`config.mk`:
```
export PLATFORM = sky130hd
export DESIGN_NAME = acr_fifo
export DESIGN_NICKNAME = d
export VERILOG_FILES = /design/src/rtl/acr_pkg.sv /design/src/rtl/acr_fifo.sv
export SDC_FILE = /design/constraint.sdc
export NUM_CORES = 1
export LEC_CHECK = 0
export BUFFER_PORTS_ARGS = -buffer_cell sky130_fd_sc_hd__buf_4
export CAP_MARGIN = 30
export CORE_MARGIN = 2
export CORE_UTILIZATION = 57
export CTS_BUF_LIST = sky130_fd_sc_hd__clkbuf_16
export DETAILED_ROUTE_END_ITERATION = 10
export GPL_ROUTABILITY_DRIVEN = 0
export PLACE_DENSITY = 0.88
export REMOVE_ABC_BUFFERS = 1
export SYNTH_ARGS = -nofsm -noshare
export SYNTH_HDL_FRONTEND = slang
export SYNTH_SLANG_ARGS = --single-unit
```
`constraint.sdc`:
```
create_clock -name clk -period 11.2 [get_ports clk]
set_clock_uncertainty 0.15 [all_clocks]
set_input_delay 0.56 -clock clk [delete_from_list [all_inputs] [get_ports clk]]
set_output_delay 0.56 -clock clk [all_outputs]
set_load 0.03 [all_outputs]
```
`src/rtl/acr_pkg.sv`:
```
// Shared types, constants and AES round functions for the AES-128 CTR byte engine.
// No dependencies.
package acr_pkg;

  localparam int unsigned QueueDepth = 4;
  localparam int unsigned CfgIdxW    = 8;
  localparam int unsigned CfgDataW   = 64;

  typedef enum logic [1:0] {
    REG_KEY_HIGH = 2'd0,
    REG_KEY_LOW  = 2'd1,
    REG_IV_HIGH  = 2'd2,
    REG_IV_LOW   = 2'd3
  } reg_idx_t;

  typedef enum logic {
    BK_IDLE,
    BK_CIPHER
  } bk_state_t;

  // One classified byte on its way from front to back
  typedef struct packed {
    logic [7:0]   data;
    logic         last;
    logic [3:0]   pos;
    logic         fresh;   // keystream block must be computed before use
    logic [127:0] ctr;
  } item_t;

  typedef struct packed {
    logic busy;
    logic start;
  } bk_stat_t;

  localparam logic [7:0] SBOX [256] = '{
    8'h63,8'h7c,8'h77,8'h7b,8'hf2,8'h6b,8'h6f,8'hc5,8'h30,8'h01,8'h67,8'h2b,8'hfe,8'hd7,8'hab,8'h76,
    8'hca,8'h82,8'hc9,8'h7d,8'hfa,8'h59,8'h47,8'hf0,8'had,8'hd4,8'ha2,8'haf,8'h9c,8'ha4,8'h72,8'hc0,
    8'hb7,8'hfd,8'h93,8'h26,8'h36,8'h3f,8'hf7,8'hcc,8'h34,8'ha5,8'he5,8'hf1,8'h71,8'hd8,8'h31,8'h15,
    8'h04,8'hc7,8'h23,8'hc3,8'h18,8'h96,8'h05,8'h9a,8'h07,8'h12,8'h80,8'he2,8'heb,8'h27,8'hb2,8'h75,
    8'h09,8'h83,8'h2c,8'h1a,8'h1b,8'h6e,8'h5a,8'ha0,8'h52,8'h3b,8'hd6,8'hb3,8'h29,8'he3,8'h2f,8'h84,
    8'h53,8'hd1,8'h00,8'hed,8'h20,8'hfc,8'hb1,8'h5b,8'h6a,8'hcb,8'hbe,8'h39,8'h4a,8'h4c,8'h58,8'hcf,
    8'hd0,8'hef,8'haa,8'hfb,8'h43,8'h4d,8'h33,8'h85,8'h45,8'hf9,8'h02,8'h7f,8'h50,8'h3c,8'h9f,8'ha8,
    8'h51,8'ha3,8'h40,8'h8f,8'h92,8'h9d,8'h38,8'hf5,8'hbc,8'hb6,8'hda,8'h21,8'h10,8'hff,8'hf3,8'hd2,
    8'hcd,8'h0c,8'h13,8'hec,8'h5f,8'h97,8'h44,8'h17,8'hc4,8'ha7,8'h7e,8'h3d,8'h64,8'h5d,8'h19,8'h73,
    8'h60,8'h81,8'h4f,8'hdc,8'h22,8'h2a,8'h90,8'h88,8'h46,8'hee,8'hb8,8'h14,8'hde,8'h5e,8'h0b,8'hdb,
    8'he0,8'h32,8'h3a,8'h0a,8'h49,8'h06,8'h24,8'h5c,8'hc2,8'hd3,8'hac,8'h62,8'h91,8'h95,8'he4,8'h79,
    8'he7,8'hc8,8'h37,8'h6d,8'h8d,8'hd5,8'h4e,8'ha9,8'h6c,8'h56,8'hf4,8'hea,8'h65,8'h7a,8'hae,8'h08,
    8'hba,8'h78,8'h25,8'h2e,8'h1c,8'ha6,8'hb4,8'hc6,8'he8,8'hdd,8'h74,8'h1f,8'h4b,8'hbd,8'h8b,8'h8a,
    8'h70,8'h3e,8'hb5,8'h66,8'h48,8'h03,8'hf6,8'h0e,8'h61,8'h35,8'h57,8'hb9,8'h86,8'hc1,8'h1d,8'h9e,
    8'he1,8'hf8,8'h98,8'h11,8'h69,8'hd9,8'h8e,8'h94,8'h9b,8'h1e,8'h87,8'he9,8'hce,8'h55,8'h28,8'hdf,
    8'h8c,8'ha1,8'h89,8'h0d,8'hbf,8'he6,8'h42,8'h68,8'h41,8'h99,8'h2d,8'h0f,8'hb0,8'h54,8'hbb,8'h16
  };

  function automatic logic [7:0] rcon(input logic [3:0] round);
    logic [7:0] r;
    case (round)
      4'd1:    r = 8'h01;
      4'd2:    r = 8'h02;
      4'd3:    r = 8'h04;
      4'd4:    r = 8'h08;
      4'd5:    r = 8'h10;
      4'd6:    r = 8'h20;
      4'd7:    r = 8'h40;
      4'd8:    r = 8'h80;
      4'd9:    r = 8'h1b;
      4'd10:   r = 8'h36;
      default: r = 8'h00;
    endcase
    return r;
  endfunction

  function automatic logic [7:0] xtime(input logic [7:0] x);
    return {x[6:0], 1'b0} ^ (x[7] ? 8'h1b : 8'h00);
  endfunction

  // Next round key from the previous one; byte 0 sits in bits 127:120
  function automatic logic [127:0] key_step(input logic [127:0] rk, input logic [7:0] rc);
    logic [31:0] w0, w1, w2, w3, sw, n0, n1, n2, n3;
    w0 = rk[127:96];
    w1 = rk[95:64];
    w2 = rk[63:32];
    w3 = rk[31:0];
    sw = {SBOX[w3[23:16]] ^ rc, SBOX[w3[15:8]], SBOX[w3[7:0]], SBOX[w3[31:24]]};
    n0 = w0 ^ sw;
    n1 = w1 ^ n0;
    n2 = w2 ^ n1;
    n3 = w3 ^ n2;
    return {n0, n1, n2, n3};
  endfunction

  // SubBytes, ShiftRows, MixColumns (skipped in the final round), AddRoundKey
  function automatic logic [127:0] aes_round(input logic [127:0] s, input logic [127:0] rk,
                                             input logic fin);
    logic [7:0]   sb [16];
    logic [7:0]   t  [16];
    logic [7:0]   m  [16];
    logic [7:0]   a0, a1, a2, a3, al;
    logic [127:0] o;
    for (int i = 0; i < 16; i++) begin
      sb[i] = SBOX[s[127 - 8*i -: 8]];
    end
    for (int c = 0; c < 4; c++) begin
      for (int i = 0; i < 4; i++) begin
        t[i + 4*c] = sb[i + 4*((c + i) % 4)];
      end
    end
    for (int c = 0; c < 4; c++) begin
      a0 = t[4*c];
      a1 = t[4*c + 1];
      a2 = t[4*c + 2];
      a3 = t[4*c + 3];
      al = a0 ^ a1 ^ a2 ^ a3;
      m[4*c]     = fin ? a0 : (a0 ^ al ^ xtime(a0 ^ a1));
      m[4*c + 1] = fin ? a1 : (a1 ^ al ^ xtime(a1 ^ a2));
      m[4*c + 2] = fin ? a2 : (a2 ^ al ^ xtime(a2 ^ a3));
      m[4*c + 3] = fin ? a3 : (a3 ^ al ^ xtime(a3 ^ a0));
    end
    for (int i = 0; i < 16; i++) begin
      o[127 - 8*i -: 8] = m[i] ^ rk[127 - 8*i -: 8];
    end
    return o;
  endfunction

endpackage

```
`src/rtl/acr_fifo.sv`:
```
// Short queue of tagged bytes between front and back.
// Depends on acr_pkg.
module acr_fifo #(
  parameter int unsigned DEPTH = acr_pkg::QueueDepth
) (
  input  logic           clk,
  input  logic           rst_n,
  input  logic           push,
  input  acr_pkg::item_t wdata,
  input  logic           pop,
  output acr_pkg::item_t head,
  output logic           q_empty,
  output logic           q_full
);

  localparam int unsigned PtrW = (DEPTH > 1) ? $clog2(DEPTH) : 1;
  localparam int unsigned CntW = $clog2(DEPTH + 1);

  acr_pkg::item_t mem_r [DEPTH];
  logic [PtrW-1:0] wr_r, wr_nxt, rd_r, rd_nxt;
  logic [CntW-1:0] cnt_r, cnt_nxt;

  assign head    = mem_r[rd_r];
  assign q_empty = (cnt_r == '0);
  assign q_full  = (cnt_r == CntW'(DEPTH));

  always_comb begin
    wr_nxt  = wr_r;
    rd_nxt  = rd_r;
    cnt_nxt = cnt_r;
    if (push) begin
      wr_nxt = (wr_r == PtrW'(DEPTH - 1)) ? '0 : wr_r + 1'b1;
    end
    if (pop) begin
      rd_nxt = (rd_r == PtrW'(DEPTH - 1)) ? '0 : rd_r + 1'b1;
    end
    if (push && !pop) begin
      cnt_nxt = cnt_r + 1'b1;
    end else if (pop && !push) begin
      cnt_nxt = cnt_r - 1'b1;
    end
  end

  always_ff @(posedge clk) begin
    if (push) begin
      mem_r[wr_r] <= wdata;
    end
  end

  always_ff @(posedge clk) begin
    if (!rst_n) begin
      wr_r  <= '0;
      rd_r  <= '0;
      cnt_r <= '0;
    end else begin
      wr_r  <= wr_nxt;
      rd_r  <= rd_nxt;
      cnt_r <= cnt_nxt;
    end
  end

endmodule

```
# Word level (Yosys, flattened, before mapping)
# Memories as Yosys holds them, arrays and structs flattened. A register that Yosys moved wholly into a read port is not among the register bits.
# Cells that the tools add are included.
# classes
add_sub_neg,4
n_eq_ne,3
muxes,8
reduce_logical,6
# op_table
cell,n
2-to-1 mux 2 bit,4
2-to-1 mux 3 bit,2
"adder 2 x 1 -> 2 bit, second input constant",2
"== test 2 bit, second input constant",2
"adder 3 x 1 -> 3 bit, second input constant",1
"== test 3 bit, second input constant",1
logical NOT 3 bit,1
"subtractor 3 x 1 -> 3 bit, second input constant",1
logical AND 1 bit,2
logical NOT 1 bit,2
2-to-1 mux 1 bit,2
nonzero test 2 bit,1
# word_totals
reg_bits,7
mem_bits_rw,568
input_bits,146
elab_cells,25
mem_count,1
# mem_list
memory,words,width,rd,rd_clocked_by_memory_dff,write_ports,line_no,text
mem_r,4,142,1,1,1,acr_fifo.sv:19,acr_pkg::item_t mem_r [DEPTH];

# Logic depth before layout (Yosys ltp)
# logic_depth
depth_word,4
ltp_mapped,7
mapped_depth_nobuf,7

# Least setup slack after synthesis
# No wires, ideal clock.
# synth_path
path_kind,input to register
startpoint,input port push
endpoint,memory mem_r[0][0] (netlist name) (enable)
setup_time_ns,0.518
arrival_time_ns,3.805
required_time_ns,10.532
setup_slack_ns,6.727
stages,1
n_path_buf,0
path_cell_list,and2_1
# synth_between
elab_chain_len,2
# synth_lines
element,line_no,text
start: declaration,acr_fifo.sv:8,"input logic push,"
2-to-1 mux 1 bit,acr_fifo.sv:45,if (push) begin
2-to-1 mux 1 bit (not written as such),acr_fifo.sv:46,mem_r[wr_r] <= wdata;
end: declaration,acr_fifo.sv:19,
# No other way between the ends.

==> summary.json <==
{
  "fillerInstances": 1918,
  "setup_total_negative_slack_ps": 0,
  "clock_tree.buffer_depth": 3,
  "worstHoldStart": "wdata[65]",
  "avgRoutedWirePerCell_um": 24.79,
  "post-synth-top-count-cell": "sky130_fd_sc_hd__edfxtp_1",
  "post_synth_instance_area_um2": 20930,
  "holdCritPathClass": "input pin to register",
  "antenna_found_initial": 6,
  "final-setup-viol-count": 0,
  "yosysUniqueCellTypes": 21,
  "area_of_the_die_um2": 38260,
  "cts_tree": "built",
  "global_route_wire_length_before_repair_um": 65110,
  "remaining_drc_errors": 0,
  "grt-ovfl-total": 0,
  "multi_input_comb_area_um2": 3471,
  "htree_levels": 2,
  "drt-pass1-iter-count": 5,
  "design.final.nets": 1388,
  "timing.setup.critical_path_class": "register to output port",
  "postSynthCellCount": 786,
  "synth_area_leaders": "sky130_fd_sc_hd__edfxtp_1 (82%), sky130_fd_sc_hd__mux4_2 (15%), sky130_fd_sc_hd__dfxtp_1 (0.86%)",
  "pre_cts_slack_ps": 7568,
  "count_of_non_filler_cells_in_the_finished_layout": 1753,
  "whs_path_depth": 1,
  "timing.fmax_mhz": 239.5,
  "number_of_enable_flip_flop_cells_after_synthesis": 568,
  "timing.max_slew.rel_slack": 0.3381,
  "reg_to_reg_endpoint": "mem_r[0][78]",
  "clkLatencyLatePin_ps": 590,
  "hold_end": "mem_r[2][65]",
  "via_count_of_the_first_global_routing_pass": 10770,
  "place.detailed.instances": 1524,
  "setup_ws_ps": 7025,
  "tritoncts_num_sinks": 577,
  "buffer_ports.inserted": 289,
  "post_dp_cell_area_um2": 23600,
  "cp-end-kind": "output port",
  "avgViaCountPerCell": 5.727,
  "layout-drive-gt1-share": 0.4156,
  "postSynthAreaPerCell_um2": 26.63,
  "maximum_capacitance_violations": 0,
  "asyncSetResetFlopFracSynth": 0,
  "cts.clk_slew.worst_paths_ps": 60,
  "post-route-cell-area_um2": 26540,
  "grt_max_degree": 66,
  "timing_max_transition_violations_final": 0,
  "floorplan.io_pins": 290,
  "vias": 10040,
  "area_delta_synth_final_pct": 26.83,
  "vdd_drop_max_v": 0.0001570,
  "finalHoldViolations": 0,
  "clk_root_buffer_cell": "sky130_fd_sc_hd__clkbuf_16",
  "power-per-cell-area_nw_per_um2": 181.5,
  "fin_crit_sh": 0.3728,
  "rr_worst_depth": 4,
  "core.rowCount": 70,
  "cp.arrival_ps": 3470,
  "status": "completed",
  "antenna_left": 0,
  "synth_seq_cells": 577,
  "synth_ff_type": "sky130_fd_sc_hd__edfxtp_1",
  "start_util": 0.5758,
  "timing.critical_path.required_ps": 10490,
  "number_of_post_cts_setup_repair_buffers": 0,
  "sequential_to_total_area_share_from_yosys_stat": 0.8236,
  "dr.first_iter.drc_count": 602,
  "timing_worst_slew_pin_value_ps": 992.9,
  "final_period_minus_worst_setup_slack_ps": 4175,
  "critical_path_peak_fanout": 59,
  "rsz_0062_raised_after_global_routing": "no",
  "width_of_the_die_um": 195.6,
  "detail_placement_hpwl_um": 23300,
  "register_area_um2": 17240,
  "start_kind": "register",
  "synth_top_area_cell": "sky130_fd_sc_hd__edfxtp_1",
  "leakagePower_nw": 9.073,
  "wirelength_um": 43450,
  "cts-buffers-inserted": 54,
  "rr_startpoint": "wr_r[0]",
  "core_region_area_um2": 36350,
  "die_height_um": 195.6,
  "reg2reg_setup_slack_ps": 8710,
  "yosysTopAreaCellShare": 0.8150,
  "ys_warn_count": 0,
  "synth_commonest_cells": "sky130_fd_sc_hd__edfxtp_1 (568), sky130_fd_sc_hd__mux4_2 (142), sky130_fd_sc_hd__buf_2 (16)",
  "track_usage": 0.2313,
  "final_hold_slack_ps": 33.19
}
-- flip-flops by register name, summed over array words and instances, names as in the netlist, named ones only --
name   cells
mem_r    568
rd_r       2
cnt_r      3
wr_r       2
-- cells in the final DEF, fill, tap and decap left out, types with 4 or more instances in the layout --
cell	netlist	final
sky130_fd_sc_hd__edfxtp_1	568	568
sky130_fd_sc_hd__buf_4	0	301
sky130_fd_sc_hd__mux4_2	142	142
sky130_fd_sc_hd__dlygate4sd3_1	0	122
sky130_fd_sc_hd__clkbuf_16	0	57
sky130_fd_sc_hd__clkinv_2	0	20
sky130_fd_sc_hd__inv_1	4	14
sky130_fd_sc_hd__clkinv_1	0	10
sky130_fd_sc_hd__dfxtp_1	9	7
sky130_fd_sc_hd__ha_1	6	6
sky130_fd_sc_hd__diode_2	0	5
sky130_fd_sc_hd__nor2b_1	5	5
sky130_fd_sc_hd__and2_4	0	4
sky130_fd_sc_hd__mux2i_1	4	4
-- report_power, final --
part	leakage, nW	internal (mW)	switching (mW)	total, mW
Clock	0.882	0.962	0.749	1.71
Combinational	2.90	0.256	0.341	0.598
Sequential	5.29	2.48	0.0324	2.51
-- worst max-delay path by stage --
stage | from | endpoint | cells past startpoint
after floorplan | register | head[0] | 1
after global placement | register | head[45] | 4
after detailed placement | register | head[45] | 4
after CTS | register | head[105] | 4
after global routing | register | head[19] | 4
final | register | head[57] | 4
-- through the flow --
stage	utilization	total power, mW
after floorplan	-	2.897
after global placement	0.6486	3.090
after detailed placement	0.6494	3.108
after CTS	0.7291	4.846
after global routing	0.7302	4.957
final	0.7302	4.818
-- cell families after synthesis --
logic type / synth area share
flip-flops: 0.8236
adder cells (fa/ha/maj): 0.004544
AND/OR/NAND/NOR: 0.004305
XOR/XNOR: 0.0008372
AO/OA/AOI/OAI: 0.0009566
buffers and inverters: 0.01100
multiplexers: 0.1547
-- critical path: stages (launching register included) --
cell,delay [ps]
sky130_fd_sc_hd__dfxtp_4,620
sky130_fd_sc_hd__buf_4,740
sky130_fd_sc_hd__buf_4,820
sky130_fd_sc_hd__mux4_2,440
sky130_fd_sc_hd__buf_4,190
-- final cells by class --
class                           count  share of cell area
Antenna cell                        5           0.0004714
Multi-Input combinational cell    173              0.1308
Clock buffer                       57             0.05374
Clock inverter                     44            0.009475
Tap cell                          468             0.02206
Sequential cell                   577              0.6497
Timing Repair Buffer              425              0.1332
Inverter                            4           0.0005657
-- routing by layer --
metal / global-route usage / up-vias / share of wire
met4: 0.09160 / 4 / 0.030
met3: 0.05889 / 88 / 0.075
li1: - / 4303 / -
met2: 0.3981 / 410 / 0.53
met1: 0.2840 / 5234 / 0.37
met5: 0 / - / 0.00062
-- timing repair --
item,CTS,global route
hold buffers,122,0
endpoints found under the hold margin,476,0
gates resized for setup,0,0
(Power assumes the default switching activity.)
